File: src/hw/rtl/spmm_pkg.sv
// Shared types and constants for the sparse triplet matrix multiplier.
`default_nettype none

package spmm_pkg;

    // Field widths fixed by the word format
    localparam int IDX_W  = 8;
    localparam int VAL_W  = 16;
    localparam int PROD_W = 2 * VAL_W;
    localparam int SUM_W  = 40;
    localparam int CFG_W  = 9;

    // Product table geometry
    localparam int TBL_DEPTH = 64;
    localparam int TBL_AW    = 6;
    localparam int PC_W      = 7;

    // Input word kinds
    localparam logic [1:0] KIND_LOAD_A  = 2'd0;
    localparam logic [1:0] KIND_LOAD_B  = 2'd1;
    localparam logic [1:0] KIND_COMPUTE = 2'd2;

    // Result status codes
    localparam logic [1:0] ST_OK       = 2'd0;
    localparam logic [1:0] ST_DIM_BAD  = 2'd1;
    localparam logic [1:0] ST_EMPTY    = 2'd2;
    localparam logic [1:0] ST_OVERFLOW = 2'd3;

    // Configuration register indexes
    localparam logic CFG_A_COLUMNS = 1'b0;
    localparam logic CFG_B_ROWS    = 1'b1;

    // One stored nonzero term
    typedef struct packed {
        logic [IDX_W-1:0]        row;
        logic [IDX_W-1:0]        col;
        logic signed [VAL_W-1:0] value;
    } term_t;

    // One product table entry
    typedef struct packed {
        logic [IDX_W-1:0] row;
        logic [IDX_W-1:0] col;
        logic [SUM_W-1:0] sum;
    } entry_t;

    // Sequencer states
    typedef enum logic [9:0] {
        S_IDLE = 10'b0000000001,
        S_RD   = 10'b0000000010,
        S_BCHK = 10'b0000000100,
        S_TRD  = 10'b0000001000,
        S_TCHK = 10'b0000010000,
        S_NEW  = 10'b0000100000,
        S_FIN  = 10'b0001000000,
        S_ERD  = 10'b0010000000,
        S_ELD  = 10'b0100000000,
        S_STAT = 10'b1000000000
    } state_t;

endpackage

`default_nettype wire

File: src/hw/rtl/spmm_ram.sv
// Generic single-port-write, single-port-read RAM with registered read data.
`default_nettype none

module spmm_ram #(
    parameter int WIDTH = 32,
    parameter int DEPTH = 8
) (
    input  wire logic                                    clk,
    input  wire logic                                    we,
    input  wire logic [(DEPTH > 1 ? $clog2(DEPTH) : 1)-1:0] waddr,
    input  wire logic [WIDTH-1:0]                        wdata,
    input  wire logic [(DEPTH > 1 ? $clog2(DEPTH) : 1)-1:0] raddr,
    output logic      [WIDTH-1:0]                        rdata
);

    logic [WIDTH-1:0] mem [DEPTH];

    // Write port
    always_ff @(posedge clk)
    begin
        if (we)
        begin
            mem[waddr] <= wdata;
        end
    end

    // Registered read port
    always_ff @(posedge clk)
    begin
        rdata <= mem[raddr];
    end

endmodule

`default_nettype wire

File: src/hw/rtl/sparse_triplet_matrix_multiply.sv
// Top level: sparse matrix product over (row, col, value) triplets.
`default_nettype none

// Usage:
//   Input channel (in_valid/in_ready) takes one word per handshake. kind selects
//   load of an A term, load of a B term, or compute. Kind 3 is dropped.
//   Load words are taken one per cycle while idle and produce no result; a
//   load into a full term store is dropped and flags the run as overflowed.
//   A compute word checks a_columns against b_rows, then walks every A/B term
//   pair (S_RD reads both registered term RAMs, S_BCHK compares), and for each
//   pair whose inner indexes match scans the product table RAM for a matching
//   key (S_TRD then S_TCHK per entry visited, S_NEW to create a new entry).
//   Products then leave from the table RAM through the output register.
//   in_ready stays low from the compute word until its final result is in the
//   output register; loads may follow while that word still waits on out_ready.
//   Output channel (out_valid/out_ready): one word per product entry in
//   first-seen order, last set on the final one; error and empty cases give
//   a single status word with last set. A stalled receiver holds the sequencer.
//   Configuration (cfg_write/cfg_index/cfg_data) must be written while idle (not
//   enforced). Reset clears counts, flags and sequencer; RAMs need no clearing.
module sparse_triplet_matrix_multiply
    import spmm_pkg::*;
#(
    parameter int MAX_A_TERMS = 8,
    parameter int MAX_B_TERMS = 8,
    parameter int MAX_DIM     = 256,
    parameter int VALUE_BITS  = 16
) (
    input  wire logic                    clk,
    input  wire logic                    rst_n,
    // configuration
    input  wire logic                    cfg_write,
    input  wire logic                    cfg_index,
    input  wire logic [CFG_W-1:0]        cfg_data,
    // input words
    input  wire logic                    in_valid,
    output logic                         in_ready,
    input  wire logic [1:0]              kind,
    input  wire logic [IDX_W-1:0]        term_row,
    input  wire logic [IDX_W-1:0]        term_col,
    input  wire logic signed [VAL_W-1:0] term_value,
    // result words
    output logic                         out_valid,
    input  wire logic                    out_ready,
    output logic [IDX_W-1:0]             out_row,
    output logic [IDX_W-1:0]             out_col,
    output logic signed [SUM_W-1:0]      out_val,
    output logic                         last,
    output logic [1:0]                   status
);

    localparam int A_CW = $clog2(MAX_A_TERMS + 1);
    localparam int B_CW = $clog2(MAX_B_TERMS + 1);
    localparam int A_AW = (MAX_A_TERMS > 1) ? $clog2(MAX_A_TERMS) : 1;
    localparam int B_AW = (MAX_B_TERMS > 1) ? $clog2(MAX_B_TERMS) : 1;
    localparam int VB   = (VALUE_BITS < VAL_W) ? VALUE_BITS : VAL_W;
    localparam int VSH  = VAL_W - VB;

    // Registers
    logic [CFG_W-1:0]        a_columns_reg, a_columns_next;
    logic [CFG_W-1:0]        b_rows_reg, b_rows_next;
    state_t                  state_reg, state_next;
    logic [A_CW-1:0]         a_count_reg, a_count_next;
    logic [B_CW-1:0]         b_count_reg, b_count_next;
    logic                    ovf_reg, ovf_next;
    logic [PC_W-1:0]         pc_reg, pc_next;
    logic [A_CW-1:0]         i_reg, i_next;
    logic [B_CW-1:0]         j_reg, j_next;
    logic [PC_W-1:0]         x_reg, x_next;
    logic signed [PROD_W-1:0] prod_reg, prod_next;
    logic [IDX_W-1:0]        key_row_reg, key_row_next;
    logic [IDX_W-1:0]        key_col_reg, key_col_next;
    logic [1:0]              code_reg, code_next;
    logic                    out_valid_reg, out_valid_next;
    logic [IDX_W-1:0]        out_row_reg, out_row_next;
    logic [IDX_W-1:0]        out_col_reg, out_col_next;
    logic [SUM_W-1:0]        out_val_reg, out_val_next;
    logic                    last_reg, last_next;
    logic [1:0]              status_reg, status_next;

    // RAM ports
    logic                    a_we, b_we, t_we;
    logic [31:0]             a_rdata, b_rdata;
    logic [$bits(entry_t)-1:0] t_rdata;
    entry_t                  t_wdata;
    logic [TBL_AW-1:0]       t_waddr;
    term_t                   a_rd, b_rd, ld_term;
    entry_t                  t_rd;

    // Combinational helpers
    logic signed [VAL_W-1:0] val_shl, val_ext;
    logic                    in_acc, out_free, out_load;
    logic                    dim_bad;
    logic [B_CW-1:0]         j_inc;
    logic [A_CW-1:0]         i_inc;
    logic [PC_W-1:0]         x_inc;
    logic signed [SUM_W-1:0] prod_ext;

    assign in_ready  = (state_reg == S_IDLE);
    assign in_acc    = in_valid && in_ready;
    assign out_free  = !out_valid_reg || out_ready;

    // Loaded value taken as VALUE_BITS wide, signed
    assign val_shl = term_value <<< VSH;
    assign val_ext = val_shl >>> VSH;
    assign ld_term = '{row: term_row, col: term_col, value: val_ext};

    assign a_rd     = term_t'(a_rdata);
    assign b_rd     = term_t'(b_rdata);
    assign t_rd     = entry_t'(t_rdata);
    assign prod_ext = SUM_W'(prod_reg);

    assign dim_bad = (a_columns_reg != b_rows_reg) || (a_columns_reg == '0)
                     || (32'(a_columns_reg) > 32'(MAX_DIM));

    assign j_inc = j_reg + 1'b1;
    assign i_inc = i_reg + 1'b1;
    assign x_inc = x_reg + 1'b1;

    assign a_we = in_acc && (kind == KIND_LOAD_A) && (a_count_reg < A_CW'(MAX_A_TERMS));
    assign b_we = in_acc && (kind == KIND_LOAD_B) && (b_count_reg < B_CW'(MAX_B_TERMS));

    // Term stores and product table
    spmm_ram #(.WIDTH(32), .DEPTH(MAX_A_TERMS)) u_a_ram (
        .clk   (clk),
        .we    (a_we),
        .waddr (a_count_reg[A_AW-1:0]),
        .wdata (ld_term),
        .raddr (i_reg[A_AW-1:0]),
        .rdata (a_rdata)
    );

    spmm_ram #(.WIDTH(32), .DEPTH(MAX_B_TERMS)) u_b_ram (
        .clk   (clk),
        .we    (b_we),
        .waddr (b_count_reg[B_AW-1:0]),
        .wdata (ld_term),
        .raddr (j_reg[B_AW-1:0]),
        .rdata (b_rdata)
    );

    spmm_ram #(.WIDTH($bits(entry_t)), .DEPTH(TBL_DEPTH)) u_t_ram (
        .clk   (clk),
        .we    (t_we),
        .waddr (t_waddr),
        .wdata (t_wdata),
        .raddr (x_reg[TBL_AW-1:0]),
        .rdata (t_rdata)
    );

    // Configuration registers
    always_comb
    begin
        a_columns_next = a_columns_reg;
        b_rows_next    = b_rows_reg;
        if (cfg_write)
        begin
            case (cfg_index)
                CFG_A_COLUMNS: a_columns_next = cfg_data;
                CFG_B_ROWS:    b_rows_next    = cfg_data;
                default:       ;
            endcase
        end
    end

    // Sequencer
    always_comb
    begin
        state_next   = state_reg;
        a_count_next = a_count_reg;
        b_count_next = b_count_reg;
        ovf_next     = ovf_reg;
        pc_next      = pc_reg;
        i_next       = i_reg;
        j_next       = j_reg;
        x_next       = x_reg;
        prod_next    = prod_reg;
        key_row_next = key_row_reg;
        key_col_next = key_col_reg;
        code_next    = code_reg;
        out_load     = 1'b0;
        out_row_next = out_row_reg;
        out_col_next = out_col_reg;
        out_val_next = out_val_reg;
        last_next    = last_reg;
        status_next  = status_reg;
        t_we         = 1'b0;
        t_waddr      = x_reg[TBL_AW-1:0];
        t_wdata      = '{row: key_row_reg, col: key_col_reg, sum: t_rd.sum + prod_ext};

        case (state_reg)
            S_IDLE:
            begin
                if (in_acc)
                begin
                    case (kind)
                        KIND_LOAD_A:
                        begin
                            if (a_we)
                                a_count_next = a_count_reg + 1'b1;
                            else
                                ovf_next = 1'b1;
                        end
                        KIND_LOAD_B:
                        begin
                            if (b_we)
                                b_count_next = b_count_reg + 1'b1;
                            else
                                ovf_next = 1'b1;
                        end
                        KIND_COMPUTE:
                        begin
                            pc_next = '0;
                            i_next  = '0;
                            j_next  = '0;
                            if (dim_bad)
                            begin
                                code_next  = ST_DIM_BAD;
                                state_next = S_STAT;
                            end
                            else if (ovf_reg)
                            begin
                                code_next  = ST_OVERFLOW;
                                state_next = S_STAT;
                            end
                            else if (a_count_reg == '0 || b_count_reg == '0)
                                state_next = S_FIN;
                            else
                                state_next = S_RD;
                        end
                        default: ;
                    endcase
                end
            end

            // term reads for pair (i, j) in flight
            S_RD:
                state_next = S_BCHK;

            S_BCHK:
            begin
                prod_next    = $signed(a_rd.value) * $signed(b_rd.value);
                key_row_next = a_rd.row;
                key_col_next = b_rd.col;
                x_next       = '0;
                if (a_rd.col == b_rd.row)
                    state_next = (pc_reg == '0) ? S_NEW : S_TRD;
                else if (j_inc != b_count_reg)
                begin
                    j_next     = j_inc;
                    state_next = S_RD;
                end
                else if (i_inc != a_count_reg)
                begin
                    i_next     = i_inc;
                    j_next     = '0;
                    state_next = S_RD;
                end
                else
                    state_next = S_FIN;
            end

            // table read for entry x in flight
            S_TRD:
                state_next = S_TCHK;

            S_TCHK:
            begin
                if (t_rd.row == key_row_reg && t_rd.col == key_col_reg)
                begin
                    t_we = 1'b1;
                    if (j_inc != b_count_reg)
                    begin
                        j_next     = j_inc;
                        state_next = S_RD;
                    end
                    else if (i_inc != a_count_reg)
                    begin
                        i_next     = i_inc;
                        j_next     = '0;
                        state_next = S_RD;
                    end
                    else
                        state_next = S_FIN;
                end
                else
                begin
                    x_next     = x_inc;
                    state_next = (x_inc == pc_reg) ? S_NEW : S_TRD;
                end
            end

            // append a new entry in first-seen order
            S_NEW:
            begin
                if (pc_reg == PC_W'(TBL_DEPTH))
                begin
                    code_next  = ST_OVERFLOW;
                    state_next = S_STAT;
                end
                else
                begin
                    t_we    = 1'b1;
                    t_waddr = pc_reg[TBL_AW-1:0];
                    t_wdata = '{row: key_row_reg, col: key_col_reg, sum: prod_ext};
                    pc_next = pc_reg + 1'b1;
                    if (j_inc != b_count_reg)
                    begin
                        j_next     = j_inc;
                        state_next = S_RD;
                    end
                    else if (i_inc != a_count_reg)
                    begin
                        i_next     = i_inc;
                        j_next     = '0;
                        state_next = S_RD;
                    end
                    else
                        state_next = S_FIN;
                end
            end

            S_FIN:
            begin
                x_next = '0;
                if (pc_reg == '0)
                begin
                    code_next  = ST_EMPTY;
                    state_next = S_STAT;
                end
                else
                    state_next = S_ERD;
            end

            S_ERD:
                state_next = S_ELD;

            // move one product word into the output register
            S_ELD:
            begin
                if (out_free)
                begin
                    out_load     = 1'b1;
                    out_row_next = t_rd.row;
                    out_col_next = t_rd.col;
                    out_val_next = t_rd.sum;
                    status_next  = ST_OK;
                    last_next    = (x_inc == pc_reg);
                    if (x_inc == pc_reg)
                    begin
                        a_count_next = '0;
                        b_count_next = '0;
                        ovf_next     = 1'b0;
                        pc_next      = '0;
                        state_next   = S_IDLE;
                    end
                    else
                    begin
                        x_next     = x_inc;
                        state_next = S_ERD;
                    end
                end
            end

            // single status word ends the run
            S_STAT:
            begin
                if (out_free)
                begin
                    out_load     = 1'b1;
                    out_row_next = '0;
                    out_col_next = '0;
                    out_val_next = '0;
                    status_next  = code_reg;
                    last_next    = 1'b1;
                    a_count_next = '0;
                    b_count_next = '0;
                    ovf_next     = 1'b0;
                    pc_next      = '0;
                    state_next   = S_IDLE;
                end
            end

            default:
                state_next = S_IDLE;
        endcase
    end

    // Output register handshake
    always_comb
    begin
        if (out_load)
            out_valid_next = 1'b1;
        else if (out_ready)
            out_valid_next = 1'b0;
        else
            out_valid_next = out_valid_reg;
    end

    // Control state
    always_ff @(posedge clk or negedge rst_n)
    begin
        if (!rst_n)
        begin
            state_reg     <= S_IDLE;
            a_columns_reg <= CFG_W'(1);
            b_rows_reg    <= CFG_W'(1);
            a_count_reg   <= '0;
            b_count_reg   <= '0;
            ovf_reg       <= 1'b0;
            pc_reg        <= '0;
            i_reg         <= '0;
            j_reg         <= '0;
            x_reg         <= '0;
            code_reg      <= ST_OK;
            out_valid_reg <= 1'b0;
        end
        else
        begin
            state_reg     <= state_next;
            a_columns_reg <= a_columns_next;
            b_rows_reg    <= b_rows_next;
            a_count_reg   <= a_count_next;
            b_count_reg   <= b_count_next;
            ovf_reg       <= ovf_next;
            pc_reg        <= pc_next;
            i_reg         <= i_next;
            j_reg         <= j_next;
            x_reg         <= x_next;
            code_reg      <= code_next;
            out_valid_reg <= out_valid_next;
        end
    end

    // Payload
    always_ff @(posedge clk)
    begin
        prod_reg    <= prod_next;
        key_row_reg <= key_row_next;
        key_col_reg <= key_col_next;
        out_row_reg <= out_row_next;
        out_col_reg <= out_col_next;
        out_val_reg <= out_val_next;
        last_reg    <= last_next;
        status_reg  <= status_next;
    end

    assign out_valid = out_valid_reg;
    assign out_row   = out_row_reg;
    assign out_col   = out_col_reg;
    assign out_val   = out_val_reg;
    assign last      = last_reg;
    assign status    = status_reg;

`ifndef SYNTHESIS
    // final word of a run leaves the stores empty
    assert property (@(posedge clk) disable iff (!rst_n)
        (out_load && last_next) |=> (a_count_reg == '0 && b_count_reg == '0 && !ovf_reg
                                     && pc_reg == '0))
        else $error("run state not cleared after final word");

    // table scan never passes the filled entries
    assert property (@(posedge clk) disable iff (!rst_n)
        (state_reg == S_TCHK || state_reg == S_ELD) |-> (x_reg < pc_reg))
        else $error("table index beyond fill count");

    // fill count bounded by table depth
    assert property (@(posedge clk) disable iff (!rst_n)
        pc_reg <= PC_W'(TBL_DEPTH))
        else $error("product count exceeds table depth");

    // a status-only word is always the last of its run
    assert property (@(posedge clk) disable iff (!rst_n)
        (out_valid_reg && status_reg != ST_OK) |-> last_reg)
        else $error("error status without last");
`endif

endmodule

`default_nettype wire
File: config.mk
export PLATFORM = sky130hd
export DESIGN_NAME = sparse_triplet_matrix_multiply
export DESIGN_NICKNAME = d
export VERILOG_FILES = /design/src/hw/rtl/spmm_pkg.sv /design/src/hw/rtl/spmm_ram.sv /design/src/hw/rtl/sparse_triplet_matrix_multiply.sv
export SDC_FILE = /design/constraint.sdc
export NUM_CORES = 2
export LEC_CHECK = 0
export BUFFER_PORTS_ARGS = -buffer_cell sky130_fd_sc_hd__buf_4
export CORE_MARGIN = 2
export CORE_UTILIZATION = 50
export CTS_BUF_LIST = sky130_fd_sc_hd__clkbuf_4 sky130_fd_sc_hd__clkbuf_8
export CTS_CLUSTER_SIZE = 40
export DETAILED_ROUTE_END_ITERATION = 7
export GPL_TIMING_DRIVEN = 0
export PLACE_DENSITY = 0.68
export SYNTH_ARGS = -nofsm -noshare
export SYNTH_HDL_FRONTEND = slang
export SYNTH_SLANG_ARGS = --single-unit
File: constraint.sdc
create_clock -name clk -period 16.9 [get_ports clk]
set_input_delay 0.845 -clock clk [delete_from_list [all_inputs] [get_ports clk]]
set_output_delay 0.845 -clock clk [all_outputs]
set_load 0.02 [all_outputs]
### Word level (Yosys, flattened, before mapping)

Memories as Yosys holds them, arrays and structs flattened. A register that Yosys moved wholly into a read port is not among the register bits.
Index checks and enable logic that the tools add are counted.

* bits in registers: 169
* memory bits (writable): 4096
* input bits: 49
* output and inout bits: 61
* word-level logic and storage cells: 210
* memories: 3

Memory list
* u_t_ram.mem: depth 64, width 56, rd ports 1, clocked after Yosys merged registers in 1, write ports 1, RTL line spmm_ram.sv:16 `logic [WIDTH-1:0] mem [DEPTH];`
* u_a_ram.mem: depth 8, width 32, rd ports 1, clocked after Yosys merged registers in 1, write ports 1, RTL line spmm_ram.sv:16
* u_b_ram.mem: depth 8, width 32, rd ports 1, clocked after Yosys merged registers in 1, write ports 1, RTL line spmm_ram.sv:16

* add/sub/neg operators: 7
* $mul: 1
* order comparisons: 3
* eq/ne operators: 40
* mux-type cells: 99
* bitwise logic cells: 1
* reduce and logical (&&, ||, !) cells: 36

Operators by type and width (count)
* 40-bit 2-to-1 mux: 4
* 10-bit 2-to-1 mux: 11
* 10-bit case mux with 10 select lines: 1
* 4-bit 2-to-1 mux: 21
* 40-bit case mux with 2 select lines: 1
* 7-bit 2-to-1 mux: 11
* 40-bit adder: 1
* 16-bit by 16-bit multiplier with 32-bit output: 1
* 8-bit 2-to-1 mux: 4
* 4-bit case mux with 4 select lines: 2
* 8-bit case mux with 2 select lines: 2
* 7-bit case mux with 4 select lines: 1
* 8-bit equality test: 3
* 6-bit 2-to-1 mux: 4
* 4-bit case mux with 3 select lines: 2
* 7-bit case mux with 3 select lines: 1
* 7-bit AND reduction: 3
* 1-bit 2-to-1 mux: 20
* 2-bit inequality test (second input constant): 10
* 4-bit by 1-bit adder with 4-bit output (second input constant): 4
* 2-bit 2-to-1 mux: 8
* 7-bit by 1-bit adder with 7-bit output (second input constant): 2
* 2-bit by 1-bit inequality test with 1-bit output (second input constant): 6
* 6-bit AND reduction: 2
* other kinds (40): 62

### Depth between registers and ports, before layout

* depth in word-level cells: 8
* depth in mapped cells: 24
* depth with buffers taken out: 23

### Hierarchy

A second synthesis with hierarchy kept.

* cells, all modules: 8669
* area, all modules: 177458.9 um^2

By module, submodules not included
* spmm_ram at u_t_ram: instances 1, cells an instance 5750, area each 136497.2 um^2
* spmm_ram at u_a_ram ...: instances 2, cells an instance 415, area each 10466.3 um^2
* sparse_triplet_matrix_multiply: instances 1, cells an instance 2089, area each 20029.2 um^2

### Worst setup path before layout

No wires, ideal clock.

* kind: reg-to-reg
* start: register u_a_ram.rdata[15], read port of u_a_ram.mem
* end: register prod_reg[30] (data pin)
* library setup time: 0.274 ns
* arrival: 5.732 ns
* required time: 16.626 ns
* path slack: 10.894 ns
* cell stages (with the launch flop): 21
* path buffers: 1
* period minus slack after synthesis: 6.006 ns
* path through: dfxtp_1 -> clkbuf_1 -> nand2_1 -> inv_1 -> fa_1 -> fa_1 -> fa_1 -> fa_1 -> fa_1 -> inv_1 -> fa_1 -> inv_1 -> ha_1 -> nand4_1 -> nor2_1 -> o2111ai_1 -> nand3_1 -> and3_1 -> nor4_1 -> o41ai_1 -> xor2_1

* cells in the longest elaborated chain, start to end: 1

RTL lines
* start: declaration: RTL line spmm_ram.sv:13 `output logic [WIDTH-1:0] rdata`
* 16-bit by 16-bit multiplier with 32-bit output: RTL line sparse_triplet_matrix_multiply.sv:242 `prod_next = $signed(a_rd.value) * $signed(b_rd.value);`
* end signal: assignment: RTL line sparse_triplet_matrix_multiply.sv:438 `prod_reg <= prod_next;`
* end: declaration: RTL line sparse_triplet_matrix_multiply.sv:70 `logic signed [PROD_W-1:0] prod_reg, prod_next;`

Every way passes these cells.
A chain may end at the register's enable or synchronous reset.

### Final worst setup path

* start: register u_b_ram.rdata[1], read port of u_b_ram.mem
* end: register prod_reg[31] (data pin)

* cells in the longest elaborated chain, start to end: 1

RTL lines (RTL line)
* start: declaration: spmm_ram.sv:13
* 16-bit by 16-bit multiplier with 32-bit output: sparse_triplet_matrix_multiply.sv:242

Every way passes these cells.

==> results.json <==
{
  "stdcell_count": 14500,
  "cts_sinks": 4385,
  "synth_area_sq_um": 177000,
  "numCtsBuffers": 678,
  "clock-root-buffer": "clkbuf_8",
  "cts_buffer_depth": 4,
  "drc": 0,
  "wl_mm": 484,
  "worst_slew_pin_slew_ns": 1.47,
  "die_area_sq_um": 359000,
  "post_drt_wl_per_cell_microns": 33.4,
  "cts.clk_slew.worst_paths_ns": 0.06,
  "post_cts_resized": 0,
  "grt_usage_pct": 27.0,
  "fillers": 24900,
  "seqPwrFrac_pct": 48.6,
  "syn_avg_cell_area_sq_um": 22.0,
  "yosysTopAreaCellShare_pct": 71.3,
  "hpwl_mm": 337,
  "drive_above_1_share_pct": 32.5,
  "gp_congestion": 0.878,
  "skew_ns": 0.0918,
  "power.total_mw": 24.9,
  "grt_pass1_wl_mm": 677,
  "synth-seq-cells": 4385,
  "vias_per_cell": 6.24,
  "grt_pass1_vias": 91600,
  "worst_skew_pair.late_latency_ns": 1.24,
  "largestRegisters": "u_t_ram.mem (3584), u_a_ram.mem (256), u_b_ram.mem (256)",
  "reg2reg_from": "u_b_ram.rdata[1]",
  "grt_max_degree": 65,
  "dr.pass1.iters": 6,
  "crit_fanout": 10,
  "first_iter_violations": 12500,
  "critPathLaunchType": "flip-flop",
  "core_sq_um": 353000,
  "rsz0062_at_grt": "false",
  "p_switching_mw": 6.77,
  "place_ws_ns": 8.77,
  "period_needed_ns": 8.19,
  "period_share_pct": 48.4,
  "pin_count": 110,
  "synthFlopType": "edfxtp_1",
  "synth-edff-count": 4203,
  "crit_arrival_ns": 9.05,
  "cp.required_ns": 17.76,
  "slew_headroom_pct": 1.69,
  "setup_ws_ns": 8.71,
  "die_x_microns": 599,
  "crit_end": "prod_reg[31]",
  "drtAntennaViolNets": 0,
  "p_per_area_nw_per_um2": 122,
  "min_from": "kind[1]",
  "async_flop_share_pct": 1.41,
  "final_common_cell": "edfxtp_1",
  "final_hold_viol_count": 0,
  "power.leakage_nw": 65.2,
  "comb_power_share_pct": 16.1,
  "grt_antenna_before_repair": 27,
  "nets": 9616,
  "crit_type": "flip-flop to flip-flop",
  "slew_violations": 0,
  "cts_hold_repair.buffers": 44,
  "grt.overflow.total": 0,
  "status": "finished clean",
  "synth.yosys.seq_area_share_pct": 73.5,
  "largest_register": "u_t_ram.mem",
  "p_sw_share_pct": 27.2,
  "synthDistinctLibCells": 85,
  "hold_class": "input pin to flip-flop",
  "cap_violations": 0,
  "r2r_slack_ns": 8.71,
  "internal-power_mw": 18.1,
  "hold_depth": 5,
  "max_freq_mhz": 122,
  "r2r_cells": 20,
  "setup-violations-final": 0,
  "yosys.area.top_type": "edfxtp_1",
  "rows": 218,
  "htreeDepth": 6,
  "cts_tree": "done",
  "startpoint": "u_b_ram.rdata[1]",
  "p_clk_share_pct": 35.3,
  "port-buffer-count": 109,
  "final_cell_mix": "edfxtp_1, mux4_2, clkbuf_8",
  "syn2layout_area_growth_pct": 15.7,
  "die_h_microns": 599,
  "postCtsSetupRepairBufs": 0,
  "vias": 90300,
  "dp_cells": 13200,
  "ys.warnings.count": 0,
  "syn_nets": 8505,
  "synthTopCellsByArea": "edfxtp_1, mux4_2, fa_1",
  "regToRegEndpoint": "prod_reg[31]",
  "final.setup.tns_ns": 0,
  "syn_inst": 8063,
  "largest_reg_flops": 3584,
  "peakVddDrop_mv": 0.329,
  "initial_core_util_pct": 50.2,
  "end_kind": "flip-flop"
}
==> final cells by class <==
type / instances / area (sq um) / area share [%]
antenna: 34 / 85.1 / 0.0415
buffer: 371 / 1630 / 0.797
clock buffer: 988 / 11900 / 5.81
clock inverter: 222 / 1500 / 0.734
inverter: 321 / 1210 / 0.589
multi-input combinational: 2986 / 45200 / 22.0
sequential: 4385 / 130000 / 63.5
tap: 4730 / 5920 / 2.89
timing repair buffer: 431 / 7280 / 3.55
==> synth_stat cells, drive strengths merged (16+ instances only) <==
master  count
a21o       24
a21oi      87
a31oi      16
and2      189
and3       16
buf       161
clkbuf    210
dfrtp      59
dfxtp     120
edfxtp   4203
fa        263
ha        130
inv       321
mux2       83
mux4     1304
nand2     232
nand2b     22
nand3      29
nand4      17
nor2      182
nor3       19
o21ai      91
xnor2      69
xor2       53
==> worst max-delay path, cell delays in order, from the launching register on <==
cell and delay (ns):
dfxtp_1 0.54, clkbuf_1 0.49, nand2_1 0.20, inv_1 0.20
fa_1 0.56, fa_1 0.91, fa_1 0.53, fa_1 0.51
fa_1 0.49, inv_1 0.05, fa_1 0.55, inv_1 0.06
ha_1 0.33, nand4_1 0.18, nor2_1 0.28, nand2_1 0.08
a21oi_1 0.47, o211ai_1 0.19, a31oi_1 0.23, o21ai_0 0.24
a31oi_1 0.71
==> stage by stage <==
step	util (%)	hold WS, ns	instance area [sq um]
floorplan	-	0.386	177000
global placement	52.1	0.391	184000
CTS	58.1	0.0668	205000
finish	58.1	0.208	205000
global route	58.1	0.127	205000
detailed placement	54.1	0.391	191000
==> power by group through the flow <==
stage / combinational, mW / sequential (mW) / clock, mW
2_1_floorplan: 2.50 / 12.3 / 0
3_3_place_gp: 3.95 / 12.3 / 0
3_5_place_dp: 4.05 / 12.3 / 0
4_1_cts: 4.09 / 12.1 / 8.89
5_1_grt: 4.42 / 12.1 / 9.34
6_report: 4.01 / 12.1 / 8.79
==> metal layers <==
layer / part of all wire [%] / up-vias / global-route usage, %
li1: - / 35500 / -
met4: 4.6 / 6 / 11.4
met1: 38 / 48300 / 37.0
met2: 48 / 5594 / 42.3
met3: 10 / 961 / 5.97
met5: 0.0074 / - / 0
==> worst min-delay path by stage <==
stage,slack (ns),end
final,0.21,a_count_reg[2]
after global routing,0.13,a_count_reg[2]
after CTS,0.07,a_count_reg[2]
after detailed placement,0.39,key_col_reg[0]
after global placement,0.39,key_col_reg[2]
after floorplan,0.39,key_col_reg[0]
==> cells by family (layout without fill, tap and decap cells) <==
group                    count (synthesis)  in the layout  share of synthesized area [%]
multiplexers                          1390           1390                           17.1
other                                    0             34                              0
adder cells (fa/ha/maj)                393            393                           3.89
AND/OR/NAND/NOR                        760            760                           2.14
buffers and inverters                  692           2333                           1.59
flip-flops                            4385           4385                           73.5
AO/OA/AOI/OAI                          321            321                           1.17
XOR/XNOR                               122            122                          0.603
No activity file was read; power rests on OpenSTA's default activity.
